**config.mk**
```make
export PLATFORM = sky130hd
export DESIGN_NAME = cmmd_div
export DESIGN_NICKNAME = d
export VERILOG_FILES = /design/src/design/cmmd_div.sv
export SDC_FILE = /design/constraint.sdc
export NUM_CORES = 1
export LEC_CHECK = 0
export ABC_AREA = 1
export BUFFER_PORTS_ARGS = -buffer_cell sky130_fd_sc_hd__buf_2
export CAP_MARGIN = 0
export CORE_MARGIN = 2
export CORE_UTILIZATION = 25
export CTS_CLUSTER_DIAMETER = 150
export DETAILED_ROUTE_END_ITERATION = 16
export GPL_TIMING_DRIVEN = 0
export PLACE_DENSITY = 0.46
export SYNTH_ARGS = -nofsm -noshare
export SYNTH_HDL_FRONTEND = slang
export SYNTH_SLANG_ARGS = --single-unit
```
**constraint.sdc**
```tcl
create_clock -name clk -period 19.75 [get_ports clk]
set_input_delay 3.95 -clock clk [delete_from_list [all_inputs] [get_ports clk]]
set_output_delay 3.95 -clock clk [all_outputs]
set_load 0.1 [all_outputs]
```
**src/design/cmmd_div.sv**
```systemverilog
// Bit-serial restoring divider, one quotient bit per cycle.
// Depends on nothing; used by column_min_max_decimator.
`timescale 1ns / 1ps
module cmmd_div #(
  parameter int DW = 49,
  parameter int VW = 32
) (
  input  logic          clk,
  input  logic          rst_n,
  input  logic          start,
  input  logic [DW-1:0] dividend,
  input  logic [VW-1:0] divisor,
  output logic          done,
  output logic [DW-1:0] quotient
);

  localparam int CNT_W = $clog2(DW + 1);

  logic [DW-1:0]    quo_r;
  logic [VW-1:0]    rem_r;
  logic [VW-1:0]    dvs_r;
  logic [CNT_W-1:0] cnt_r;
  logic             done_r;
  logic [VW:0]      trial;
  logic             fits;

  assign trial    = {rem_r, quo_r[DW-1]};
  assign fits     = trial >= {1'b0, dvs_r};
  assign done     = done_r;
  assign quotient = quo_r;

  always_ff @(posedge clk) begin
    if (!rst_n) begin
      cnt_r  <= '0;
      done_r <= 1'b0;
    end else begin
      done_r <= 1'b0;
      if (start) begin
        quo_r <= dividend;
        rem_r <= '0;
        dvs_r <= divisor;
        cnt_r <= CNT_W'(DW);
      end else if (cnt_r != '0) begin
        rem_r <= fits ? VW'(trial - {1'b0, dvs_r}) : trial[VW-1:0];
        quo_r <= {quo_r[DW-2:0], fits};
        cnt_r <= cnt_r - 1'b1;
        if (cnt_r == CNT_W'(1)) begin
          done_r <= 1'b1;
        end
      end
    end
  end

endmodule

```
==> metrics <==
number of buffers added to fix hold violations after cts=0; post-place instance area=9090 µm²; number of clock sinks=120; Die Y=181 µm; vias in the first global route=6869; Cell variety after synth=34; cell types with the largest area share after synthesis=edfxtp_1 43%, nand2_1 21%, inv_1 7.9%; element type at the critical path end=register; clock-pin transition on the worst setup and hold timing paths=0.06 ns; outcome=finished, final reports clean; final count of negative-setup-slack endpoints=0; Worst R2R Setup Slack=17.27 ns; final hold vios=0; class of the worst hold path=register to register; most repeated cell in the gate-level netlist after synthesis=nand2_1; portion of the post-synthesis area used by sequential elements=0.450; H-tree levels=4; buffer levels on the longest clock path=2; Placed Cells incl. Taps=1580; area of the placeable core=30700 µm²; destination of the worst hold path=cnt_r[3]; fraction of the mapped netlist area in adder cells=0.0568; floorplan die area=32800 µm²; largest fanout on the critical path=29; cell count after synthesis=1049; Slew HR=0.478; main combinational cell family by area after synthesis=simple AND/OR/NAND/NOR gates; number of port buffers=132; RSZ-0062 raised after global routing=no; worst slack, placed=13.96 ns; clock buffer count from CTS=17; startpoint of the most critical hold path=cnt_r[3]; dominant synthesized flop cell=edfxtp_1; HPWL Detailed=17.8 mm; Post-synth ARST share=0; Synthesized Nets=1168; sum of internal, switching and leakage power=1.21 mW; count of cells along the worst register-to-register path=13; net total in the final layout=1322; fraction of layout cells with a size suffix above 1=0.186; 1st-iter DRT viols=290; effective utilization at floorplan=0.255; cell type contributing the most total cell area after synthesis=edfxtp_1; Synth Area in Compound Gates=0.0214; via count=6728; peak supply drop=0.0598 mV; number of flops mapped to enable cells by yosys=113; Final Slew Violations=0; Critical R2R Capture=rem_r[17]; final std cells w/o fill=1615; detail-routed via count per cell=4.17; leading post-synthesis cells by instance count=444 x nand2_1, 166 x inv_1, 113 x edfxtp_1; wire length reported by the detailed router=22.6 mm; simple logic cell fraction of the synthesized area=0.351; Overflow after GRT=0; Finished Cell Area=9630 µm²; global placement routability congestion=0.860; relative area change from synthesis to final layout=22.7%; WP data arrival=5.42 ns; data required time at the worst endpoint=19.87 ns; warnings from Yosys=0; Layout Utilization=0.313; multiplexer area fraction after synthesis=0; leakage=4.98 nW; Gates resized, CTS repair=0; post-DR wirelength/cell=14.0 µm; post-route fraction of the period consumed by the critical path=0.268; clock tree from TritonCTS=built; number of nets still failing antenna checks after routing=0; max-capacitance violation count=0; xor and xnor area share after synthesis=0.0179; top cell type's share of synthesized area=0.433; worst clock skew=0.0137 ns; TNS Setup=0 ns; root buffer cell=clkbuf_16; worst hold path cell count=2; DRC=0; Die Span X=181 µm; power density relative to cell area=126 nW/µm²; type of the setup path with the least slack=primary input to register; flip-flop and latch count after synthesis=120; slew at the pin closest to its max-slew limit=0.782 ns; maximum number of pins on one net before global-route repair=34; global router's overall resource usage=0.143; number of buffers added for setup after CTS=0; clock latency on the worst-skew pair=0.43 ns; number of top-level pins=134; Synth Area per Inst=7.48 µm²; First-pass DRT Iterations=5; minimum setup slack in the final design=14.46 ns; reg-to-reg startpoint=rem_r[18]; final worst path period need=5.29 ns; FMAX=0.189 GHz; CP Launch Type=primary input; initial antenna violation count=4; FP Rows=64; Hold Worst Slack=0.476 ns; netlist area before placement=7840 µm²; wire length of the first global-routing pass=36.4 mm
-- worst max path at each step --
stage | slack [ns] | cells after the start | start | to
after global routing | 14.34 | 5 | start | quotient[8]
after detailed placement | 13.96 | 5 | start | quotient[3]
after global placement | 5.72 | 3 | rst_n | rem_r[8]
after CTS | 14.42 | 5 | start | quotient[8]
final | 14.46 | 5 | start | quotient[17]
after floorplan | 9.39 | 2 | rst_n | quotient[0]
-- flip-flops by register name (all words and copies together) (netlist names) --
register  flops
rem_r        32
cnt_r         6
done          1
dvs_r        32
quotient     49
-- cells by family after synthesis --
kind of cell             after synthesis
buffers and inverters                201
XOR/XNOR                              16
adder cells (fa/ha/maj)               35
AND/OR/NAND/NOR                      646
AO/OA/AOI/OAI                         31
flip-flops                           120
-- power by group --
group | switching (mW) | total (mW) | internal (mW)
clock network | 0.122 | 0.289 | 0.167
registers | 0.0230 | 0.360 | 0.337
logic | 0.396 | 0.561 | 0.165
-- worst max-delay path, cell delays in order --
cell	delay [ns]
clkbuf_1	0.42
nand2_1	0.22
o21ai_4	0.34
buf_16	0.25
buf_12	0.21
-- cell type report --
| cell class | count | area (µm²) |
|---|---|---|
| fill | 3442 | 21100 |
| sequential | 120 | 3530 |
| multi-input combinational | 728 | 3520 |
| timing repair buffer | 135 | 736 |
| antenna | 3 | 7.51 |
| inverter | 179 | 679 |
| tap | 396 | 495 |
| buffer | 22 | 123 |
| clock buffer | 22 | 464 |
| clock inverter | 10 | 70.1 |
-- routing by layer --
layer | vias to the layer above | wire (µm) | GRT usage
li1 | 3552 | - | -
met5 | - | 13 | 0
met3 | 20 | 1720 | 0.0494
met4 | 2 | 222 | 0.0374
met2 | 176 | 10300 | 0.235
met1 | 2978 | 10300 | 0.178
-- placed cells by master (no fill, tap or decap), drive strengths merged, types with 14 or more instances in the layout --
cell and n:
nand2 454, inv 183, buf 144, nor2 114
edfxtp 113, clkbuf 35, ha 34, nand3 34
a21oi 24, nand3b 23, xor2 14
(Power assumes the default switching activity.)
